==> src/hw/rtl/cwac_pkg.sv <==
// Shared types and constants for the Chinese Wall access checker.
// Used by cwac_lookup, cwac_history and chinese_wall_access_check; no dependencies.
package cwac_pkg;

	localparam int DEF_NUM_SUBJECTS  = 8;
	localparam int DEF_NUM_OBJECTS   = 8;
	localparam int DEF_NUM_COMPANIES = 8;
	localparam int DEF_NUM_CLASSES   = 8;

	localparam int SUBJ_W = 3;
	localparam int OBJ_W  = 3;
	localparam int CODE_W = 4;
	localparam int REG_W  = 32;

	// Codes below CODE_SPAN are real companies or classes, the rest mean none
	localparam int              CODE_SPAN = 8;
	localparam logic [CODE_W-1:0] CODE_NONE = 4'd8;

	localparam logic [REG_W-1:0] OBJ_MAP_RESET   = 32'hFFF2_2110;
	localparam logic [REG_W-1:0] CLASS_MAP_RESET = 32'hFFFF_F100;

	typedef enum logic [1:0] {
		OP_CLEAR = 2'd0,
		OP_READ  = 2'd1,
		OP_WRITE = 2'd2
	} opcode_t;

	typedef enum logic {
		REG_OBJECT_COMPANY = 1'b0,
		REG_COMPANY_CLASS  = 1'b1
	} reg_index_t;

	typedef struct packed {
		opcode_t           opcode;
		logic [SUBJ_W-1:0] subject;
		logic [OBJ_W-1:0]  object;
	} req_t;

endpackage

==> src/hw/rtl/cwac_lookup.sv <==
// Map lookup: object to company, company to conflict class, and the company masks.
// Depends on cwac_pkg.
module cwac_lookup import cwac_pkg::*; #(
	parameter int NUM_OBJECTS   = DEF_NUM_OBJECTS,
	parameter int NUM_COMPANIES = DEF_NUM_COMPANIES,
	parameter int NUM_CLASSES   = DEF_NUM_CLASSES,
	localparam int MW = NUM_COMPANIES + 1
) (
	input  logic [REG_W-1:0]  obj_map,
	input  logic [REG_W-1:0]  class_map,
	input  logic [OBJ_W-1:0]  object,
	output logic [CODE_W-1:0] company,
	output logic [MW-1:0]     own,
	output logic [MW-1:0]     members
);

	function automatic logic [CODE_W-1:0] class_code(input logic [REG_W-1:0] map,
			input logic [CODE_W-1:0] comp);
		logic [CODE_W-1:0] k;
		k = map[{comp[2:0], 2'b00} +: CODE_W];
		if (comp >= CODE_NONE || k >= CODE_NONE || int'(k) >= NUM_CLASSES)
			return CODE_NONE;
		return k;
	endfunction

	logic [CODE_W-1:0] c_raw;
	logic [CODE_W-1:0] cls;

	always_comb begin
		c_raw = obj_map[{object, 2'b00} +: CODE_W];
		if (int'(object) < NUM_OBJECTS && c_raw < CODE_NONE && int'(c_raw) < NUM_COMPANIES)
			company = c_raw;
		else
			company = CODE_NONE;
		cls = class_code(class_map, company);

		// top bit stands for "no company", which sits in the none class
		for (int c = 0; c < MW; c++) begin
			if (c == NUM_COMPANIES) begin
				own[c]     = (company == CODE_NONE);
				members[c] = (cls == CODE_NONE);
			end else if (c < CODE_SPAN) begin
				own[c]     = (company == CODE_W'(c));
				members[c] = (class_code(class_map, CODE_W'(c)) == cls);
			end else begin
				own[c]     = 1'b0;
				members[c] = 1'b0;
			end
		end
	end

endmodule

==> src/hw/rtl/cwac_history.sv <==
// Per-subject access and read history with the grant decision and its update.
// Depends on cwac_pkg.
module cwac_history import cwac_pkg::*; #(
	parameter int NUM_SUBJECTS  = DEF_NUM_SUBJECTS,
	parameter int NUM_COMPANIES = DEF_NUM_COMPANIES,
	localparam int MW = NUM_COMPANIES + 1
) (
	input  logic              clk,
	input  logic              arst_n,
	input  logic              fire,
	input  opcode_t           opcode,
	input  logic [SUBJ_W-1:0] subject,
	input  logic [MW-1:0]     own,
	input  logic [MW-1:0]     members,
	output logic              grant
);

	// only subjects the request field can name get storage
	localparam int DEPTH = (NUM_SUBJECTS < (1 << SUBJ_W)) ? NUM_SUBJECTS : (1 << SUBJ_W);
	localparam int IDX_W = (DEPTH > 1) ? $clog2(DEPTH) : 1;

	logic [MW-1:0] acc_q [DEPTH];
	logic [MW-1:0] rd_q  [DEPTH];

	logic             in_range;
	logic [IDX_W-1:0] idx;
	logic [MW-1:0]    acc;
	logic [MW-1:0]    rd;
	logic             wall_ok;

	always_comb begin
		in_range = int'(subject) < NUM_SUBJECTS;
		idx      = subject[IDX_W-1:0];
		acc      = in_range ? acc_q[idx] : '0;
		rd       = in_range ? rd_q[idx]  : '0;
		wall_ok  = ((acc & members) == '0) || ((acc & own) != '0);
		case (opcode)
			OP_CLEAR: grant = 1'b1;
			OP_READ:  grant = in_range && wall_ok;
			OP_WRITE: grant = in_range && wall_ok && ((rd & members & ~own) == '0);
			default:  grant = 1'b0;
		endcase
	end

	always_ff @(posedge clk or negedge arst_n) begin
		if (!arst_n) begin
			for (int s = 0; s < DEPTH; s++) begin
				acc_q[s] <= '0;
				rd_q[s]  <= '0;
			end
		end else if (fire) begin
			if (opcode == OP_CLEAR) begin
				for (int s = 0; s < DEPTH; s++) begin
					acc_q[s] <= '0;
					rd_q[s]  <= '0;
				end
			end else if (grant && (opcode == OP_READ || opcode == OP_WRITE)) begin
				acc_q[idx] <= acc_q[idx] | own;
				if (opcode == OP_READ)
					rd_q[idx] <= rd_q[idx] | own;
			end
		end
	end

`ifndef SYNTH
	logic                    any_set;
	logic                    subset_ok;
	logic [2*DEPTH*MW-1:0]   hist_flat;

	always_comb begin
		any_set   = 1'b0;
		subset_ok = 1'b1;
		hist_flat = '0;
		for (int s = 0; s < DEPTH; s++) begin
			any_set   = any_set | (|acc_q[s]) | (|rd_q[s]);
			subset_ok = subset_ok & ((rd_q[s] & ~acc_q[s]) == '0);
			hist_flat[2*s*MW +: MW]     = acc_q[s];
			hist_flat[(2*s+1)*MW +: MW] = rd_q[s];
		end
	end

	a_clear_empties: assert property (@(posedge clk) disable iff (!arst_n)
		fire && opcode == OP_CLEAR |=> !any_set)
		else $error("history not empty after clear");

	a_read_within_access: assert property (@(posedge clk) disable iff (!arst_n)
		subset_ok)
		else $error("read mask holds a company missing from the access mask");

	a_refusal_keeps_state: assert property (@(posedge clk) disable iff (!arst_n)
		fire && !grant |=> $stable(hist_flat))
		else $error("refused request changed the history");
`endif

endmodule

==> src/hw/rtl/chinese_wall_access_check.sv <==
// Chinese Wall access checker: one request decided per cycle while not stalled.
// Path: stage 1 reads and updates the history, then the result register is loaded.
// Throughput: one request per cycle while the output is not stalled.
// Reset: histories cleared and both maps loaded with their defaults at once.
// Depends on cwac_pkg, cwac_lookup and cwac_history.
module chinese_wall_access_check import cwac_pkg::*; #(
	parameter int NUM_SUBJECTS  = DEF_NUM_SUBJECTS,
	parameter int NUM_OBJECTS   = DEF_NUM_OBJECTS,
	parameter int NUM_COMPANIES = DEF_NUM_COMPANIES,
	parameter int NUM_CLASSES   = DEF_NUM_CLASSES
) (
	input  logic              clk,
	input  logic              arst_n,
	input  logic              wr_en,
	input  logic              wr_index,
	input  logic [REG_W-1:0]  wr_data,
	input  logic              in_valid,
	output logic              in_stall,
	input  logic [1:0]        opcode,
	input  logic [SUBJ_W-1:0] subject,
	input  logic [OBJ_W-1:0]  object,
	output logic              out_valid,
	input  logic              out_stall,
	output logic              granted,
	output logic [CODE_W-1:0] object_company
);

	localparam int MW = NUM_COMPANIES + 1;

	logic [REG_W-1:0]  obj_map_q;
	logic [REG_W-1:0]  class_map_q;
	req_t              req_s1;
	logic              valid_s1;
	logic              out_valid_q;
	logic              granted_q;
	logic [CODE_W-1:0] company_q;

	logic              advance;
	logic              accept;
	logic              fire;
	logic              grant;
	logic [CODE_W-1:0] company;
	logic [MW-1:0]     own;
	logic [MW-1:0]     members;

	// stage 1 moves on when the result register is empty or being taken
	assign advance  = !out_valid_q || !out_stall;
	assign in_stall = valid_s1 && !advance;
	assign accept   = in_valid && !in_stall;
	assign fire     = valid_s1 && advance;

	always_ff @(posedge clk or negedge arst_n) begin
		if (!arst_n) begin
			obj_map_q   <= OBJ_MAP_RESET;
			class_map_q <= CLASS_MAP_RESET;
		end else if (wr_en) begin
			case (reg_index_t'(wr_index))
				REG_OBJECT_COMPANY: obj_map_q   <= wr_data;
				REG_COMPANY_CLASS:  class_map_q <= wr_data;
				default: ;
			endcase
		end
	end

	always_ff @(posedge clk or negedge arst_n) begin
		if (!arst_n) begin
			valid_s1    <= 1'b0;
			out_valid_q <= 1'b0;
		end else begin
			// hold a waiting request until it moves on
			valid_s1 <= accept || (valid_s1 && !advance);
			if (advance)
				out_valid_q <= valid_s1;
		end
	end

	always_ff @(posedge clk) begin
		if (accept) begin
			req_s1.opcode  <= opcode_t'(opcode);
			req_s1.subject <= subject;
			req_s1.object  <= object;
		end
		if (fire) begin
			granted_q <= grant;
			// clear reports company zero
			company_q <= (req_s1.opcode == OP_CLEAR) ? '0 : company;
		end
	end

	cwac_lookup #(
		.NUM_OBJECTS   (NUM_OBJECTS),
		.NUM_COMPANIES (NUM_COMPANIES),
		.NUM_CLASSES   (NUM_CLASSES)
	) u_lookup (
		.obj_map   (obj_map_q),
		.class_map (class_map_q),
		.object    (req_s1.object),
		.company   (company),
		.own       (own),
		.members   (members)
	);

	cwac_history #(
		.NUM_SUBJECTS  (NUM_SUBJECTS),
		.NUM_COMPANIES (NUM_COMPANIES)
	) u_history (
		.clk     (clk),
		.arst_n  (arst_n),
		.fire    (fire),
		.opcode  (req_s1.opcode),
		.subject (req_s1.subject),
		.own     (own),
		.members (members),
		.grant   (grant)
	);

	assign out_valid      = out_valid_q;
	assign granted        = granted_q;
	assign object_company = company_q;

endmodule
==> config.mk <==
export PLATFORM = sky130hd
export DESIGN_NAME = chinese_wall_access_check
export DESIGN_NICKNAME = d
export VERILOG_FILES = /design/src/hw/rtl/cwac_pkg.sv /design/src/hw/rtl/cwac_lookup.sv /design/src/hw/rtl/cwac_history.sv /design/src/hw/rtl/chinese_wall_access_check.sv
export SDC_FILE = /design/constraint.sdc
export NUM_CORES = 1
export LEC_CHECK = 0
export ABC_AREA = 1
export BUFFER_PORTS_ARGS = -buffer_cell sky130_fd_sc_hd__buf_2
export CAP_MARGIN = 5
export CORE_ASPECT_RATIO = 1.1
export CORE_MARGIN = 2
export CORE_UTILIZATION = 59
export DETAILED_ROUTE_END_ITERATION = 10
export PLACE_DENSITY = 0.73
export SETUP_SLACK_MARGIN = 0.3
export SYNTH_ARGS = -nofsm -noshare
export SYNTH_HDL_FRONTEND = slang
export SYNTH_SLANG_ARGS = --single-unit
==> constraint.sdc <==
create_clock -name clk -period 7.42 [get_ports clk]
set_input_delay 0.371 -clock clk [delete_from_list [all_inputs] [get_ports clk]]
set_output_delay 0.371 -clock clk [all_outputs]
set_load 0.01 [all_outputs]
==> metrics.txt <==
status complete, no violations; Crit. End Element flop; synth top area cells dfrtp_1 (36%), nand2_1 (21%), dfstp_2 (8.1%); crit path max-delay cell type edfxtp_1; post-synthesis cell area 0.01195 mm2; CTS Sinks 223; Antenna diodes 0; Inst Count DP 1,826; CTS Hold Bufs 2; Crit path depth 25; nets 1,653; PD cells 244.8 mW/mm2; area leader, netlist dfrtp_1; Synth Area in Simple Gates 37.42%; Mapped Nets 1,632; area delta synth->final 9.630%; largest net degree at the start of global routing 87; DRC 0; crit start category flop; RSZ-0062 raised after global routing false; required time of the critical path 7.87 ns; Switch Pwr 0.9983 mW; non-filler cells in the finished layout 1,872; Initial Util 60.18%; WP data arrival 5.06 ns; register share of total power 44.1%; Final Max Tran Viols 0; drt total wl 34,250 um; CP bufs+invs 3; Hold Path Class input pin to flop; layout cell share with drive strength beyond 1 11.67%; vias per std cell 5.846; post-CTS sizing 0; most used cell, CP nand2_1; Seq cells post-synth 223; Die Span Y 153.3 um; Reg2Reg Depth 25; Max Freq 217.2 MHz; Comb pwr share 18.0%; Commonest cells post-synth nand2_1 (661), dfrtp_1 (173), nor2_1 (129); DP HPWL 23,120 um; FP Rows 54; Crit path max-delay family simple AND/OR/NAND/NOR gates; cts bufs inserted 25; Register Area 0.005692 mm2; synthesized instance count 1,582; min Tclk post-route 4.605 ns; Crit Path Class flop to flop; adder-cell share of the synthesized area 0.4187%; post-route setup TNS 0 ns; H-tree levels 1; post-CTS setup buffers 0; Max Cap Viol 0; Post-synth EDFFs 13; Slew headroom 30.83%; Final ANT Viol Nets 0; Synth Area in XOR/XNOR 0.3663%; synth unique cells 42; GR Overflow Total 0; peak supply drop 0.0002188 V; Sw Ratio 31.11%; root buffer cell clkbuf_16; Die Width 139.7 um; multi-input logic area 0.005470 mm2; GRT Util Overall 32.49%; register area share after synthesis 47.61%; PortBufs 52; initial antenna violation count 0; Critical Path Fanout Max 72; most frequent cell after synthesis nand2_1; Skew-Pair Late Insertion Delay 0.53 ns; Slew @ Worst Pin 1.038 ns; fill count 1,742; post-synthesis mux area share 0%; Initial DRC Count 1,307; final period utilization 62.06%; endpoints failing setup 0; drt first pass iters 6; Top FF cell, synth dfrtp_1; die footprint 0.02142 mm2; Post-synth ARST share 94.17%; first-pass GRT wire length 55,910 um; P_leak 6.890 nW; Final Hold Viols 0; skew final 0.01857 ns; YS warnings 0; Clock power frac 37.9%; syn_area_per_cell 7.556 um2; Vias 10,943; vias in the first global route 10,476; CTS clk-pin slew, worst paths 0.06 ns; crit-path max cell delay 0.73 ns; # IOs 53; P_int 2.210 mW; top cell type's share of synthesized area 36.22%; Min-Delay Path Depth 1; routability cong. 0.9270; CTS tree yes; Clock Tree Buf Depth 3; DR WL/cell 18.30 um; largest family of logic cells by synthesized area simple AND/OR/NAND/NOR gates; Core ar. 0.01986 mm2; Synth Area in Compound Gates 7.348%
## worst reg2reg max path, stage by stage (launching register included)
cell and delay [ns]:
edfxtp_1 0.73, inv_4 0.19, nand2_1 0.11, nand3_1 0.08, nand3_1 0.15, nand2_4 0.21
nand2_2 0.32, nand2_1 0.09, nand2_1 0.07, nand2_1 0.07, nand3_1 0.12, nand2_1 0.10
nor2_4 0.35, nand3_1 0.13, nand2_1 0.10, inv_1 0.05, nand4_1 0.08, nand2_1 0.10
nor2_1 0.11, nand2_1 0.06, nand2_1 0.09, nand4_2 0.17, o21bai_4 0.14, buf_4 0.59
nand4_1 0.23, nand2_1 0.11
## sequential cells by signal (all words and copies together) (netlist names)
signal / cells
u_history.hist_flat: 72
obj_map_q: 32
object_company: 4
valid_s1: 1
out_valid: 1
granted: 1
req_s1: 8
class_map_q: 32
u_history.acc_q: 72
## power by group through the flow
stage / clock, mW / sequential (mW) / combinational (mW)
2_1_floorplan: 0 / 1.41 / 0.406
3_3_place_gp: 0 / 1.43 / 0.557
3_5_place_dp: 0 / 1.43 / 0.565
4_1_cts: 1.23 / 1.41 / 0.568
5_1_grt: 1.28 / 1.43 / 0.644
6_report: 1.22 / 1.41 / 0.577
## worst paths after layout
path,slack (ns),to,from
max,2.82,u_history.hist_flat[45],req_s1[0]
min,0.02,req_s1[5],subject[2]
max reg2reg,2.82,u_history.hist_flat[45],req_s1[0]
min reg2reg,0.47,u_history.acc_q[63],u_history.acc_q[63]
max in group asynchronous,5.63,out_valid,arst_n
min in group asynchronous,0.42,obj_map_q[5],arst_n
## stage by stage
step / worst slack, ns / area [um2] / hold WS, ns / power [mW] / util [%]
final: 2.815 / 13110 / 0.01676 / 3.209 / 65.97
after global routing: 2.361 / 13110 / 0.006284 / 3.351 / 65.97
after CTS: 2.889 / 13110 / 0.0005096 / 3.213 / 65.97
after detailed placement: 2.925 / 12280 / 0.4430 / 1.997 / 61.83
after global placement: 3.104 / 12280 / 0.4465 / 1.987 / 61.83
after floorplan: 4.355 / 11950 / 0.07541 / 1.812 / -
## final cells by class
| class | instances | share of cell area [%] |
|---|---|---|
| clock buffers | 33 | 5.232 |
| clock inverters | 11 | 0.8975 |
| inverters | 130 | 3.800 |
| multi-input cells | 1164 | 41.74 |
| flip-flops and latches | 223 | 43.43 |
| well taps | 252 | 2.406 |
| repair buffers | 59 | 2.492 |
## logic make-up (layout without fill, tap and decap cells)
kind of cell | Yosys count | count (layout)
AND/OR/NAND/NOR | 1019 | 1019
AO/OA/AOI/OAI | 136 | 136
flip-flops | 223 | 223
adder cells (fa/ha/maj) | 4 | 4
XOR/XNOR | 5 | 5
buffers and inverters | 195 | 233
## cell usage in the layout, fill, tap and decap left out, types with 2 or more instances in the layout
master and n:
a221oi_1 15, a22o_1 25, a22oi_1 15, and3_1 3, buf_2 51, buf_4 5, bufinv_16 2, clkbuf_1 5
clkbuf_16 25, clkbuf_8 4, clkinv_1 9, clkinv_2 4, dfrtp_1 173, dfstp_2 37, dlygate4sd3_1 2, edfxtp_1 13
ha_1 4, inv_1 112, inv_2 8, inv_6 2, nand2_1 660, nand2_2 9, nand2_4 10, nand3_1 61
nand3_2 3, nand3_4 2, nand3b_1 3, nand4_1 118, nor2_1 129, nor2_4 9, o21ai_0 67, o21ai_1 8
or2_2 8, xnor2_1 2, xor2_1 3
## per-layer routing
metal / wire length, um / track usage [%] / vias up
met4: 1176 / 11.52 / 0
met3: 2983 / 5.451 / 84
li1: - / - / 5181
met2: 14980 / 48.13 / 511
met5: 0 / 0 / -
met1: 15110 / 48.48 / 5167
No activity file was read; power rests on OpenSTA's default activity.
